<file path="config.mk">
export PLATFORM = sky130hd
export DESIGN_NAME = bss_queue
export DESIGN_NICKNAME = d
export VERILOG_FILES = /design/src/hdl/bss_pkg.sv /design/src/hdl/bss_queue.sv
export SDC_FILE = /design/constraint.sdc
export NUM_CORES = 1
export LEC_CHECK = 0
export BUFFER_PORTS_ARGS = -buffer_cell sky130_fd_sc_hd__buf_2
export CAP_MARGIN = 10
export CORE_MARGIN = 4
export CORE_UTILIZATION = 55
export CTS_BUF_LIST = sky130_fd_sc_hd__clkbuf_16
export DETAILED_ROUTE_END_ITERATION = 8
export PLACE_DENSITY = 0.87
export SLEW_MARGIN = 20
export SYNTH_ARGS = -nofsm -noshare
export SYNTH_HDL_FRONTEND = slang
export SYNTH_SLANG_ARGS = --single-unit
</file>
<file path="constraint.sdc">
create_clock -name clk -period 2.7 [get_ports clk]
set_input_delay 0.54 -clock clk [delete_from_list [all_inputs] [get_ports clk]]
set_output_delay 0.54 -clock clk [all_outputs]
set_load 0.005 [all_outputs]
</file>
<file path="src/hdl/bss_pkg.sv">
// Shared types and constants for the 3x3 binomial smoothing core.
// Depends on nothing; every other file in hdl/ imports it.
package bss_pkg;

  localparam int PIXEL_BITS        = 8;
  localparam int FRAME_WIDTH_BITS  = 11;
  localparam int FRAME_HEIGHT_BITS = 12;
  localparam int CFG_DATA_BITS     = 12;
  localparam int CFG_INDEX_BITS    = 1;
  localparam int DEFAULT_MAX_WIDTH = 1024;
  localparam int CLAMP_BITS        = 13;
  localparam int ROW_BITS          = 13;
  localparam int OUT_ROW_BITS      = FRAME_HEIGHT_BITS;
  localparam int QUEUE_DEPTH       = 4;
  localparam int SUM_BITS          = PIXEL_BITS + 5;
  localparam int ROUND_BIAS        = 7;
  localparam int SUM_SHIFT         = 4;

  localparam logic [FRAME_WIDTH_BITS-1:0]  RESET_WIDTH  = FRAME_WIDTH_BITS'(1024);
  localparam logic [FRAME_HEIGHT_BITS-1:0] RESET_HEIGHT = FRAME_HEIGHT_BITS'(768);

  // Configuration register indexes
  localparam logic [CFG_INDEX_BITS-1:0] CFG_FRAME_WIDTH  = 1'b0;
  localparam logic [CFG_INDEX_BITS-1:0] CFG_FRAME_HEIGHT = 1'b1;

  typedef struct packed {
    logic                  drain;
    logic [PIXEL_BITS-1:0] pixel_in;
  } in_item_t;

  typedef struct packed {
    logic [PIXEL_BITS-1:0] pixel_out;
    logic                  frame_last;
  } out_item_t;

  // One window column: [0] two lines up, [1] one line up, [2] current line
  typedef logic [2:0][PIXEL_BITS-1:0] column_t;

  typedef struct packed {
    logic due;
    logic interior;
    logic last;
  } item_flags_t;

endpackage

</file>
<file path="src/hdl/bss_queue.sv">
// Small synchronous FIFO between the classifying front end and the filter back end.
// Depends on bss_pkg for its default depth and the common import convention.
module bss_queue #(
  parameter int WIDTH = 8,
  parameter int DEPTH = bss_pkg::QUEUE_DEPTH
) (
  input  logic             clk,
  input  logic             rst_n,
  input  logic             push,
  input  logic [WIDTH-1:0] push_data,
  output logic             not_full,
  input  logic             pop,
  output logic             not_empty,
  output logic [WIDTH-1:0] head_data
);
  import bss_pkg::*;

  localparam int PW = (DEPTH > 1) ? $clog2(DEPTH) : 1;
  localparam int CW = $clog2(DEPTH + 1);

  logic [WIDTH-1:0] slots_r [DEPTH];
  logic [PW-1:0]    wr_ptr_r, wr_ptr_nxt;
  logic [PW-1:0]    rd_ptr_r, rd_ptr_nxt;
  logic [CW-1:0]    count_r, count_nxt;
  logic             do_push, do_pop;

  assign not_full  = count_r != CW'(DEPTH);
  assign not_empty = count_r != '0;
  assign head_data = slots_r[rd_ptr_r];
  assign do_push   = push && not_full;
  assign do_pop    = pop && not_empty;

  always_comb begin
    wr_ptr_nxt = wr_ptr_r;
    rd_ptr_nxt = rd_ptr_r;
    count_nxt  = count_r;
    if (do_push) begin
      wr_ptr_nxt = (wr_ptr_r == PW'(DEPTH - 1)) ? '0 : wr_ptr_r + PW'(1);
    end
    if (do_pop) begin
      rd_ptr_nxt = (rd_ptr_r == PW'(DEPTH - 1)) ? '0 : rd_ptr_r + PW'(1);
    end
    if (do_push && !do_pop) begin
      count_nxt = count_r + CW'(1);
    end else if (do_pop && !do_push) begin
      count_nxt = count_r - CW'(1);
    end
  end

  always_ff @(posedge clk) begin
    if (!rst_n) begin
      wr_ptr_r <= '0;
      rd_ptr_r <= '0;
      count_r  <= '0;
    end else begin
      wr_ptr_r <= wr_ptr_nxt;
      rd_ptr_r <= rd_ptr_nxt;
      count_r  <= count_nxt;
    end
  end

  always_ff @(posedge clk) begin
    if (do_push) begin
      slots_r[wr_ptr_r] <= push_data;
    end
  end

endmodule

</file>
### Yosys cells after proc, flatten, opt, wreduce, memory -nomap -nowiden

Memories as Yosys holds them, arrays and structs flattened. A register that Yosys moved wholly into a read port is not among the register bits.
Index checks and enable logic that the tools add are counted.

| word-level totals | value |
|---|---|
| latch bits | 0 |
| bits in writable memories | 32 |
| bits in registers | 7 |
| memories kept | 1 |
| memory bits (read-only) | 0 |
| logic and storage cells | 27 |
| bits of input ports | 12 |
| output and inout port bits | 10 |

Memory list:

| memory | depth | width | read ports | clocked after memory_dff | write ports | line | RTL |
|---|---|---|---|---|---|---|---|
| slots_r | 4 | 8 | 1 | 1 | 1 | bss_queue.sv:21 | `logic [WIDTH-1:0] slots_r [DEPTH];` |

| cells by class | value |
|---|---|
| div/mod/pow operators | 0 |
| multipliers | 0 |
| shift-type cells | 0 |
| add/subtract/negate cells | 4 |
| order comparisons | 0 |
| mux-type cells | 8 |
| bitwise logic cells | 0 |
| reduce and logical (&&, ||, !) cells | 8 |
| eq/ne operators | 3 |

Operator list:

| operator | count |
|---|---|
| $mux 2 | 4 |
| $mux 3 | 2 |
| $add 2x1->2 const B | 2 |
| $eq 2x2->1 const B | 2 |
| $logic_and 1x1->1 | 4 |
| $add 3x1->3 const B | 1 |
| $ne 3x3->1 const B | 1 |
| $reduce_bool 3->1 | 1 |
| $sub 3x1->3 const B | 1 |
| $logic_not 1->1 | 2 |
| $mux 1 | 2 |
| $reduce_bool 2->1 | 1 |

### Longest topological paths before layout

| depth | value |
|---|---|
| depth after elaboration | 6 |
| depth in mapped cells | 9 |
| mapped depth without buffers | 8 |

### Least setup slack after synthesis

No wires, ideal clock.

| timing path | value |
|---|---|
| path type | register -> register |
| start | register count_r[0] |
| end | register count_r[2] |
| library setup time | 0.076 ns |
| path buffers | 0 |
| arrival time | 2.109 ns |
| stages on the path, launching flop included | 8 |
| required time | 2.624 ns |
| slack | 0.515 ns |
| clock period less this slack | 2.185 ns |
| path through | dfxtp_1 o31ai_1 ha_1 inv_1 fa_1 xor2_1 or3_2 a21boi_0 |

| between the ends | value |
|---|---|
| cells in the longest elaborated chain, start to end | 5 |
| elaborated cells between the ends (all ways) | 13 |
| classes of those cells | add/sub: 2; eq/ne: 1; mux: 2; reduce/logical: 8 |

Ends and longest elaborated chain:

| what | line | RTL |
|---|---|---|
| start, declared | bss_queue.sv:24 | `logic [CW-1:0] count_r, count_nxt;` |
| start signal, assigned | bss_queue.sv:58 | `count_r <= count_nxt;` |
| branches (longest 5 deep; another with $sub 3x1->3) | n/a |  |

Several ways; the timed one is not identified. The select of a mux whose other input is x is not followed.
A chain may end at the register's enable or synchronous reset.

### Final worst setup path

Same ends and word-level chain as after synthesis.

==> results by group <==
Run status
  – Status: completed

Routing
  – Antenna Nets Post-Route: 0
  – TritonRoute pass-1 iters: 4
  – DR vias: about 850
  – DR WL/cell: ~18 µm
  – Vias per inst: 5.69
  – Drt initial violations: 37
  – DRC violations left: 0
  – DRT Wirelength: about 2600 µm

Pwr
  – Total power: 0.00192 W
  – P_int: 0.00144 W
  – PD cells: around 1000 nW/µm²
  – Pleak: between 0.7 and 0.8 nW
  – Combinational cell fraction of total power: between 20% and 30%
  – Switching Share: 24.9%
  – Maximum VDD drop: roughly 0.7 mV
  – Sequential power share: 44.8%
  – Clock network fraction of design power: between 30 and 40%
  – P_sw: 0.000479 W

Setup path
  – Crit Path Class: register to register
  – Worst path buffer plus inverter count: 1
  – Crit-path max cell delay: around 0.53 ns
  – CP max-delay cell: o31ai_1
  – CP cell instances: o31ai_1 > ha_1 > inv_1 > fa_1 > xor2_1 > or3_2 > a21boi_0
  – Max FO, Critical Path: 5
  – CP top delay family: compound AO/OA/AOI/OAI gates
  – Worst R2R End: count_r[2]$_SDFFE_PN0P_
  – Critical path endpoint category: register
  – Worst EP required: ~2.9 ns
  – R2R depth: 7
  – Worst r2r src: count_r[0]$_SDFFE_PN0P_
  – Worst R2R Setup Slack: roughly 0.28 ns
  – Startpoint type of the worst setup path: register
  – Crit path DAT: approximately 2.6 ns

Cells and area
  – Nets: 136
  – Ant. Diodes: 0
  – Commonest non-fill, non-tap cell in the layout: edfxtp_1
  – Share of layout cells above drive strength 1: 35.6%
  – Layout area overhead: 17.7%
  – Most frequent cells in the layout: edfxtp_1, buf_2, dfxtp_1, mux4_2, ha_1

Flow run
  – MaxCap Viol Count: 0

Placed design
  – IO Port Bufs: 21
  – DP HPWL: 1770 µm
  – Placer Congestion: roughly 0.82

Logic synthesis
  – Unique masters post-synth: 26
  – Syn nets: ~110
  – Cells after Synth: 93
  – Synth area leader: edfxtp_1
  – Synth Cell Area: 1640 µm²
  – Synth top area share: between 50% and 60%
  – Flops & latches, synth: 41
  – Synth Flop Type: edfxtp_1
  – Async SR Flop Fraction: 0%
  – Synth warnings: 0
  – Avg Inst Size Synth: approximately 18 µm²
  – EDFF count, synth: 32
  – Sequential fraction of the synthesis area: a little over two thirds
  – Top post-synthesis cells by area: edfxtp_1, dfxtp_1, mux4_2

Clock tree
  – CTS-repair resized insts: 0
  – Clock sinks: 41
  – Hold buffers post-CTS: 0
  – Latest clock arrival within the worst-skew pair: roughly 0.28 ns
  – Clock transition at path regs: ~0.06 ns
  – Clk root buf: clkbuf_16
  – Num CTS Buffers: 5
  – Largest buffer count on any clock path: 2
  – CTS H-tree lvls: 2
  – CTS tree: done
  – Postcts setup bufs: 0

Global routing
  – Overflow after GRT: 0
  – Global-route wire length before repair: 4490 µm
  – Largest net degree at the start of global routing: 13
  – Total track usage: between 15 and 20%
  – Vias in the first global route: 927
  – Initial antenna violation count: 0

STA
  – Skew final: around 0.0043 ns
  – Final setup viols: 0
  – Setup TNS: 0 ns
  – Slew @ Worst Pin: 0.566 ns
  – Period utilization: a little under 90%
  – Final hold viol count: 0
  – RSZ-0062 raised after global routing: false
  – Crit path time final: between 2 and 2.5 ns
  – Fmax: between 0.4 and 0.5 GHz
  – Slew headroom: between 60% and 70%
  – Final slew viol count: 0

Floorplan
  – Initial Utilization: 58.3%
  – Core area: between 2000 and 3000 µm²
  – Die area: just under 4000 µm²
  – Die X: ~63 µm
  – Boundary pin count: 22
  – Rows: 19
  – Die Ht: approximately 63 µm

Min path
  – Hold path endpoint: slots_r[1][3]$_DFFE_PP_
  – HP Start: push_data[3]
  – WHS Path Cells: 1
  – Min-delay worst type: input port to register
[flip-flops by register name, indices dropped and copies added, names as in the netlist, named ones only]
| name | cells |
|---|---|
| slots_r | 32 |
| wr_ptr_r | 2 |
| rd_ptr_r | 2 |
| count_r | 3 |
[layer usage]
layer	GRT usage, %	part of all wire (%)	vias up
met1	17.2	41	418
met2	26.4	53	23
met3	6.83	4.8	2
met4	8.26	0.96	0
li1	-	-	405
met5	0	0	-
[cell type report]
class,count,area [µm²]
fill,194,881
clock inverter,3,37.5
inverter,3,11.3
multi-input combinational,45,465
timing repair buffer,21,105
clock buffer,5,125
tap,31,38.8
sequential,41,1140
[power by group through the flow]
stage / Clock, W / Combinational (W) / Sequential, W
5_1_grt: 0.000690 / 0.000473 / 0.000882
6_report: 0.000640 / 0.000421 / 0.000862
3_5_place_dp: 0 / 0.000426 / 0.000877
2_1_floorplan: 0 / 0.000330 / 0.000830
3_3_place_gp: 0 / 0.000406 / 0.000869
4_1_cts: 0.000653 / 0.000428 / 0.000867
[metrics by stage]
| step | worst slack [ns] | cells | instance area (µm²) | hold slack [ns] | utilization, % |
|---|---|---|---|---|---|
| after floorplan | 0.515 | 93 | 1640 | 0.468 | - |
| final | 0.285 | 149 | 1920 | 0.473 | 68.6 |
| after global placement | 0.443 | 141 | 1760 | 0.487 | 62.8 |
| after global routing | 0.0413 | 149 | 1920 | 0.472 | 68.6 |
| after CTS | 0.267 | 149 | 1920 | 0.466 | 68.6 |
| after detailed placement | 0.289 | 141 | 1760 | 0.500 | 62.8 |
[cells by family after synthesis]
kind of cell / after synthesis / share of synthesized area [%]
AOI/OAI and AO/OA: 6 / 2.14
muxes: 10 / 12.2
xor gates and xnor gates: 2 / 1.07
buffers and inverters: 7 / 1.76
adders and majority gates: 7 / 5.81
DFF: 41 / 69.8
and+or+nand+nor: 20 / 7.19
[cells in the mapped netlist (all sizes together), types with 2 or more instances]
library cell and count:
nor2 2, mux4 8, edfxtp 32, and3 4, clkbuf 2, ha 6
nand2 5, mux2i 2, nand3 2, or3 2, and2 2, buf 2
o21ai 4, inv 3, dfxtp 9
[worst max path at each step]
| stage | startpoint | endpoint | slack (ns) | depth (start not counted) |
|---|---|---|---|---|
| floorplan | count_r[0]$_SDFFE_PN0P_ | count_r[2]$_SDFFE_PN0P_ | 0.52 | 7 |
| global placement | count_r[0]$_SDFFE_PN0P_ | count_r[2]$_SDFFE_PN0P_ | 0.44 | 7 |
| detailed placement | count_r[0]$_SDFFE_PN0P_ | count_r[2]$_SDFFE_PN0P_ | 0.29 | 7 |
| CTS | count_r[0]$_SDFFE_PN0P_ | count_r[2]$_SDFFE_PN0P_ | 0.27 | 7 |
| global route | count_r[0]$_SDFFE_PN0P_ | count_r[2]$_SDFFE_PN0P_ | 0.04 | 7 |
| finish | count_r[0]$_SDFFE_PN0P_ | count_r[2]$_SDFFE_PN0P_ | 0.28 | 7 |
Power figures use the tool's default switching activity.
