==> src/hdl/bss_pkg.sv <==
// Shared types and constants for the 3x3 binomial smoothing core.
// Depends on nothing; every other file in hdl/ imports it.
package bss_pkg;

  localparam int PIXEL_BITS        = 8;
  localparam int FRAME_WIDTH_BITS  = 11;
  localparam int FRAME_HEIGHT_BITS = 12;
  localparam int CFG_DATA_BITS     = 12;
  localparam int CFG_INDEX_BITS    = 1;
  localparam int DEFAULT_MAX_WIDTH = 1024;
  localparam int CLAMP_BITS        = 13;
  localparam int ROW_BITS          = 13;
  localparam int OUT_ROW_BITS      = FRAME_HEIGHT_BITS;
  localparam int QUEUE_DEPTH       = 4;
  localparam int SUM_BITS          = PIXEL_BITS + 5;
  localparam int ROUND_BIAS        = 7;
  localparam int SUM_SHIFT         = 4;

  localparam logic [FRAME_WIDTH_BITS-1:0]  RESET_WIDTH  = FRAME_WIDTH_BITS'(1024);
  localparam logic [FRAME_HEIGHT_BITS-1:0] RESET_HEIGHT = FRAME_HEIGHT_BITS'(768);

  // Configuration register indexes
  localparam logic [CFG_INDEX_BITS-1:0] CFG_FRAME_WIDTH  = 1'b0;
  localparam logic [CFG_INDEX_BITS-1:0] CFG_FRAME_HEIGHT = 1'b1;

  typedef struct packed {
    logic                  drain;
    logic [PIXEL_BITS-1:0] pixel_in;
  } in_item_t;

  typedef struct packed {
    logic [PIXEL_BITS-1:0] pixel_out;
    logic                  frame_last;
  } out_item_t;

  // One window column: [0] two lines up, [1] one line up, [2] current line
  typedef logic [2:0][PIXEL_BITS-1:0] column_t;

  typedef struct packed {
    logic due;
    logic interior;
    logic last;
  } item_flags_t;

endpackage

==> src/hdl/bss_front.sv <==
// Front end: configuration registers, raster counters and per-item classification.
// Depends on bss_pkg.
module bss_front #(
  parameter int MAX_WIDTH = bss_pkg::DEFAULT_MAX_WIDTH
) (
  input  logic                                  clk,
  input  logic                                  rst_n,
  input  logic                                  in_valid,
  output logic                                  in_ready,
  input  bss_pkg::in_item_t                     in_data,
  input  logic                                  cfg_we,
  input  logic [bss_pkg::CFG_INDEX_BITS-1:0]    cfg_index,
  input  logic [bss_pkg::CFG_DATA_BITS-1:0]     cfg_wdata,
  input  logic                                  q_ready,
  output logic                                  q_push,
  output logic [$clog2(MAX_WIDTH)-1:0]          q_col,
  output logic [bss_pkg::PIXEL_BITS-1:0]        q_pixel,
  output bss_pkg::item_flags_t                  q_flags
);
  import bss_pkg::*;

  localparam int AW = $clog2(MAX_WIDTH);
  localparam int WW = AW + 1;

  function automatic logic [WW-1:0] clamp_width(input logic [FRAME_WIDTH_BITS-1:0] v);
    logic [CLAMP_BITS-1:0] x;
    x = CLAMP_BITS'(v);
    if (x == '0) begin
      x = CLAMP_BITS'(1);
    end else if (x > CLAMP_BITS'(MAX_WIDTH)) begin
      x = CLAMP_BITS'(MAX_WIDTH);
    end
    return WW'(x);
  endfunction

  function automatic logic [FRAME_HEIGHT_BITS-1:0] clamp_height(
    input logic [FRAME_HEIGHT_BITS-1:0] v);
    return (v == '0) ? FRAME_HEIGHT_BITS'(1) : v;
  endfunction

  logic [WW-1:0]                width_r, width_nxt;
  logic [FRAME_HEIGHT_BITS-1:0] height_r, height_nxt;
  logic [AW-1:0]                in_col_r, in_col_nxt;
  logic [ROW_BITS-1:0]          in_row_r, in_row_nxt;
  logic [AW-1:0]                out_col_r, out_col_nxt;
  logic [OUT_ROW_BITS-1:0]      out_row_r, out_row_nxt;

  logic                    accept, row_done, ignore, restart;
  logic [AW-1:0]           col, ocol;
  logic [ROW_BITS-1:0]     row;
  logic [OUT_ROW_BITS-1:0] orow;
  logic [WW-1:0]           col_inc, ocol_inc;
  logic [ROW_BITS-1:0]     orow_inc;
  logic                    col_wrap, ocol_wrap;
  item_flags_t             flags;

  assign in_ready = q_ready;
  assign accept   = in_valid && q_ready;
  assign row_done = in_row_r >= ROW_BITS'(height_r);
  // Drain before the frame's last pixel, or after the final result: no effect
  assign ignore   = in_data.drain && !row_done;
  // A pixel after the frame's last pixel starts a new frame
  assign restart  = !in_data.drain && row_done;

  always_comb begin
    row  = restart ? '0 : in_row_r;
    col  = restart ? '0 : in_col_r;
    orow = restart ? '0 : out_row_r;
    ocol = restart ? '0 : out_col_r;

    col_inc   = {1'b0, col} + WW'(1);
    col_wrap  = col_inc >= width_r;
    ocol_inc  = {1'b0, ocol} + WW'(1);
    ocol_wrap = ocol_inc >= width_r;
    orow_inc  = {1'b0, orow} + ROW_BITS'(1);

    flags.due      = (row >= ROW_BITS'(2)) || ((row == ROW_BITS'(1)) && (col != '0));
    flags.interior = (orow != '0) && (orow_inc < {1'b0, height_r})
                     && (ocol != '0) && (ocol_inc < width_r);
    flags.last     = (orow_inc == {1'b0, height_r}) && (ocol_inc == width_r);
  end

  always_comb begin
    width_nxt   = width_r;
    height_nxt  = height_r;
    in_col_nxt  = in_col_r;
    in_row_nxt  = in_row_r;
    out_col_nxt = out_col_r;
    out_row_nxt = out_row_r;
    if (cfg_we) begin
      case (cfg_index)
        CFG_FRAME_WIDTH:  width_nxt  = clamp_width(cfg_wdata[FRAME_WIDTH_BITS-1:0]);
        CFG_FRAME_HEIGHT: height_nxt = clamp_height(cfg_wdata[FRAME_HEIGHT_BITS-1:0]);
        default: ;
      endcase
      in_col_nxt  = '0;
      in_row_nxt  = '0;
      out_col_nxt = '0;
      out_row_nxt = '0;
    end else if (accept && !ignore) begin
      in_col_nxt  = col_wrap ? '0 : col_inc[AW-1:0];
      in_row_nxt  = col_wrap ? row + ROW_BITS'(1) : row;
      out_col_nxt = ocol;
      out_row_nxt = orow;
      if (flags.due) begin
        out_col_nxt = ocol_wrap ? '0 : ocol_inc[AW-1:0];
        out_row_nxt = ocol_wrap ? orow_inc[OUT_ROW_BITS-1:0] : orow;
        if (flags.last) begin
          in_col_nxt  = '0;
          in_row_nxt  = '0;
          out_col_nxt = '0;
          out_row_nxt = '0;
        end
      end
    end
  end

  always_ff @(posedge clk) begin
    if (!rst_n) begin
      width_r   <= clamp_width(RESET_WIDTH);
      height_r  <= RESET_HEIGHT;
      in_col_r  <= '0;
      in_row_r  <= '0;
      out_col_r <= '0;
      out_row_r <= '0;
    end else begin
      width_r   <= width_nxt;
      height_r  <= height_nxt;
      in_col_r  <= in_col_nxt;
      in_row_r  <= in_row_nxt;
      out_col_r <= out_col_nxt;
      out_row_r <= out_row_nxt;
    end
  end

  assign q_push  = accept && !ignore;
  assign q_col   = col;
  assign q_pixel = in_data.drain ? '0 : in_data.pixel_in;
  assign q_flags = flags;

endmodule

==> config.mk <==
export PLATFORM = sky130hd
export DESIGN_NAME = bss_front
export DESIGN_NICKNAME = d
export VERILOG_FILES = /design/src/hdl/bss_pkg.sv /design/src/hdl/bss_front.sv
export SDC_FILE = /design/constraint.sdc
export NUM_CORES = 1
export LEC_CHECK = 0
export BUFFER_PORTS_ARGS = -buffer_cell sky130_fd_sc_hd__buf_4
export CORE_MARGIN = 5
export CORE_UTILIZATION = 40
export CTS_CLUSTER_SIZE = 25
export DETAILED_ROUTE_END_ITERATION = 7
export PLACE_DENSITY = 0.59
export SLEW_MARGIN = 20
export SYNTH_ARGS = -nofsm -noshare
export SYNTH_HDL_FRONTEND = slang
export SYNTH_SLANG_ARGS = --single-unit
==> constraint.sdc <==
create_clock -name clk -period 9.8 [get_ports clk]
set_input_delay 0.98 -clock clk [delete_from_list [all_inputs] [get_ports clk]]
set_output_delay 0.98 -clock clk [all_outputs]
set_load 0.01 [all_outputs]
Yosys cells after proc, flatten, opt, wreduce, memory -nomap -nowiden
Index checks and enable logic that the tools add are counted.
{ "word_totals": {"regBits": 68, "input_bits": 27, "output_inout_bits": 23, "elab_cells": 63} }
{ "classes": {"n_addsub": 4, "n_lt_le_gt_ge": 7, "eq_ne": 3, "n_mux": 20, "n_bitwise": 2, "reduce_logical": 21} }
{ "op_table": {"columns": ["cell", "count"], "rows": [
  ["10-bit two-way mux", 8],
  ["12-bit two-way mux", 5],
  ["13-bit two-way mux", 4],
  ["10-bit by 1-bit adder with 11-bit output (second input constant)", 2],
  ["11-bit greater-or-equal comparator", 2],
  ["11-bit two-way mux", 2],
  ["10-bit nonzero test", 2],
  ["12-bit by 1-bit adder with 13-bit output (second input constant)", 1],
  ["13-bit by 1-bit adder with 13-bit output (second input constant)", 1],
  ["13-bit by 1-bit equality test with 1-bit output (second input constant)", 1],
  ["13-bit by 12-bit equality test with 1-bit output", 1],
  ["13-bit by 12-bit greater-or-equal comparator with 1-bit output", 1],
  ["13-bit by 2-bit greater-or-equal comparator with 1-bit output (second input constant)", 1],
  ["13-bit by 12-bit < comparator with 1-bit output", 1],
  ["12-bit zero test", 1],
  ["12-bit nonzero test", 1],
  ["11-bit equality test", 1],
  ["11-bit > comparator (second input constant)", 1],
  ["11-bit zero test", 1],
  ["11-bit < comparator", 1],
  ["1-bit logical AND", 9],
  ["8-bit two-way mux", 1],
  ["2-bit AND reduction", 2],
  ["1-bit zero test", 3],
  ["other kinds (3)", 4]
]} }

Longest topological paths before layout
{ "logic_depth": {"ltp_word": 8, "ltp_mapped": 25, "mapped_depth_nobuf": 22} }

Worst setup path before layout
Ideal clock, no wire load.
{ "synth_path": {"path_type": "reg2out", "start": "reg height_r[10]", "end": "out q_flags[1] (netlist bit)", "t_arrival_ns": 4.452, "required_ns": 8.820, "slack_ns": 4.368, "stages_incl_launch_ff": 23, "path_buffers": 2, "path_cell_list": "dfxtp_1 -> inv_1 -> ha_1 -> a21o_1 -> a211oi_2 -> o221ai_4 -> o21ai_2 -> clkbuf_1 -> clkbuf_1 -> nand2_1 -> inv_1 -> ha_1 -> nand3_1 -> nor3_1 -> nand2_1 -> xor2_1 -> nor2_1 -> ha_1 -> nand3_1 -> nor2_1 -> a2111oi_0 -> and3_1 -> o211a_1"} }
{ "synth_rtl": {"columns": ["element", "line", "rtl"], "rows": [
  ["start, declared", "bss_front.sv:42", "logic [FRAME_HEIGHT_BITS-1:0] height_r, height_nxt;"],
  ["start signal, assigned", "bss_front.sv:128", "height_r <= height_nxt;"],
  ["end, declared", "bss_front.sv:18", "output bss_pkg::item_flags_t q_flags"]
]} }

==> impl_metrics.env <==
export IMPL_ys_seq_area_share_pct=26.3
export IMPL_crit_chain="ha_1, and3_1, o21ai_0, a21oi_2, o21ai_2, buf_4, nand2_1, inv_1, ha_1, nand3_1, xor2_1, nor2_1, ha_1, nand4_1, nor3_1, nand4_1, a21oi_1, buf_4"
export IMPL_r2r_start="in_row_r[2]$_SDFFE_PP0P_"
export IMPL_ys_flop_type="dfxtp_1"
export IMPL_cts_tree="built"
export IMPL_cts_sinks=68
export IMPL_grt_busiest_layer="met2"
export IMPL_antennaDiodeCount=0
export IMPL_cts_resized=0
export IMPL_synth_warnings=0
export IMPL_grtUsageMet2_pct=30.0
export IMPL_netlist_instances=634
export IMPL_via_count=4833
export IMPL_grt_pass1_wl_um=23300
export IMPL_status="complete, no violations"
export IMPL_ctsHoldBuffers=0
export IMPL_syn_avg_cell_area_um2=8.16
export IMPL_grt_overflow=0
export IMPL_end_kind="output port"
export IMPL_peakVddDrop_mv=0.0895
export IMPL_avgRoutedWirePerCell_um=17.2
export IMPL_postCtsSetupBuffers=0
export IMPL_worst_pin_slew_ps=837
export IMPL_dieArea_um2=15300
export IMPL_power_leakage_uw=0.00252
export IMPL_grt_util_met1_pct=27.4
export IMPL_report_final_slew_viol_count=0
export IMPL_start_util_pct=40.8
export IMPL_antenna_left=0
export IMPL_met3_usage_pct=4.04
export IMPL_cts_made_buffers=9
export IMPL_place_hpwl_um=11300
export IMPL_htreeDepth=3
export IMPL_worst_r2r_endpoint="in_col_r[2]$_SDFFE_PP0P_"
export IMPL_final_core_util_pct=47.6
export IMPL_maxCapViolations=0
export IMPL_hp_class="flip-flop to flip-flop"
export IMPL_hold_depth=2
export IMPL_r2r_cells=19
export IMPL_layout_commonest_cell="dfxtp_1"
export IMPL_io_pins=50
export IMPL_p_total_uw=727
export IMPL_drt_total_wl_um=14600
export IMPL_setup_viol_count_final=0
export IMPL_nets=755
export IMPL_critPathKind="flip-flop to output port"
export IMPL_clk_latency_ps=340
export IMPL_synth_edf_count=0
export IMPL_synthArstFlopShare_pct=0
export IMPL_fillCellCount=1243
export IMPL_fin_skew_ps=11.4
export IMPL_drive_gt1_share_pct=14.0
export IMPL_fin_crit_ps=5950
export IMPL_crit_path_max_fanout=30
export IMPL_core_um2=12700
export IMPL_reg2reg_slack_ps=3920
export IMPL_rsz0062_at_grt="no"
export IMPL_drtPass1Iterations=5
export IMPL_synth_area_um2=5170
export IMPL_tns_ps=0
export IMPL_fmax_mhz=168
export IMPL_p_per_area_nw_per_um2=121
export IMPL_clockRootBuffer="clkbuf_16"
export IMPL_worstHoldStart="height_r[1]$_SDFFE_PN0P_"
export IMPL_grt_max_degree=31
export IMPL_drc=0
export IMPL_die_w_um=124
export IMPL_cp_data_arrival_time_ps=4970
export IMPL_ys_seq_elements=68
export IMPL_synth_top_area_share_pct=26.3
export IMPL_cp_required_ps=8820
export IMPL_rows=41
export IMPL_period_share_pct=60.7
export IMPL_gp_congestion=0.894
export IMPL_grt_util_all_layers_pct=19.5
export IMPL_cp_common_cell="ha_1"
export IMPL_synthToLayoutAreaGrowth_pct=16.5
export IMPL_ys_types=69
export IMPL_critPathMaxStageDelay_ps=500
export IMPL_clkTransAtPathRegs_ps=60
export IMPL_holdPathEnd="height_r[1]$_SDFFE_PN0P_"
export IMPL_synth_area_leader_cell="dfxtp_1"
export IMPL_drt_iter0_drc=444
export IMPL_worstSetupStartpointType="flip-flop"
export IMPL_via_per_inst=5.69
export IMPL_critical_path_slowest_cell="dfxtp_1"
export IMPL_antenna_found_initial=0
export IMPL_layout_common_cells="dfxtp_1, nand2_1, ha_1, buf_4, nor2_1"
export IMPL_io_buffers=49
export IMPL_synthesis_nets=716
export IMPL_die_h_um=124
export IMPL_grt_pass1_vias=4546
export IMPL_slew_headroom_pct=44.1
export IMPL_yosys_top_cells_area="dfxtp_1, ha_1, a22o_1, nand2_1, nor2_1"
export IMPL_hold_violations=0
export IMPL_cts_path_max_buffers=2
[synthesized netlist by cell type (all sizes together), types with 11 or more instances]
master	instances
nor4	11
nand3	22
xnor2	16
a21oi	37
clkbuf	19
and3	13
ha	55
nand2	59
nor2b	20
nor2	52
and2	12
inv	43
o21ai	23
xor2	12
nand4	16
nor3	13
dfxtp	68
a22o	28
[flip-flops by register name (all words and copies together) (netlist names)]
signal     cells
height_r      12
in_col_r      10
in_row_r      13
out_col_r     10
out_row_r     12
width_r       11
[stage by stage]
| step | cell area (um^2) | worst slack, ps | hold WS (ps) | cells |
|---|---|---|---|---|
| finish | 6030 | 3850 | 461 | 850 |
| global route | 6030 | 3490 | 487 | 850 |
| CTS | 6030 | 3890 | 465 | 850 |
| detailed placement | 5680 | 4030 | 457 | 834 |
| global placement | 5680 | 4240 | 452 | 834 |
| floorplan | 5170 | 4370 | 443 | 634 |
[logic make-up (layout without fill, tap and decap cells)]
logic type,count (synthesis),in the layout,synth area share (%)
xor+xnor,28,28,4.74
simple gates,249,249,25.7
compound gates,163,163,24.3
buf+inv,68,112,5.13
fa+ha+maj,56,56,13.5
flops,68,68,26.3
mux,2,2,0.387
[final cells by class]
type	count	area [um^2]	share of cell area, %
clock inverters	4	77.6	1.29
repair buffers	53	398	6.60
flip-flops and latches	68	1360	22.6
inverters	43	161	2.68
well taps	172	215	3.57
clock buffers	12	267	4.42
multi-input cells	498	3550	58.9
[power by group]
| part | switching [uW] | internal [uW] |
|---|---|---|
| logic | 43.3 | 28.1 |
| clock network | 127 | 245 |
| registers | 2.41 | 281 |
[per-layer routing]
layer / part of all wire [%] / vias to the layer above / wire [um]
li1: - / 2393 / -
met1: 49 / 2281 / 7190
met2: 44 / 142 / 6380
met3: 5.3 / 17 / 780
met4: 1.6 / 0 / 240
met5: 0 / - / 0
[worst max path at each step]
stage                         startpoint                       end  slack (ps)  cells after the start
2_1_floorplan  height_r[10]$_SDFFE_PN0P_                q_flags[1]        4370                     22
3_3_place_gp    in_row_r[3]$_SDFFE_PP0P_  in_col_r[2]$_SDFFE_PP0P_        4240                     20
3_5_place_dp    in_row_r[2]$_SDFFE_PP0P_  in_col_r[2]$_SDFFE_PP0P_        4030                     19
4_1_cts         in_row_r[2]$_SDFFE_PP0P_                q_flags[0]        3890                     18
5_1_grt         in_row_r[2]$_SDFFE_PP0P_  in_col_r[6]$_SDFFE_PP0P_        3490                     20
6_report        in_row_r[2]$_SDFFE_PP0P_                q_flags[0]        3850                     18
[worst max-delay path, delay by kind of cell, from the launching register on]
kind | cells | cell delay [ps]
compound gates | 4 | 1070
xor+xnor | 1 | 150
fa+ha+maj | 3 | 900
buf+inv | 3 | 660
flops | 1 | 500
simple gates | 7 | 1320
Power figures use the tool's default switching activity.
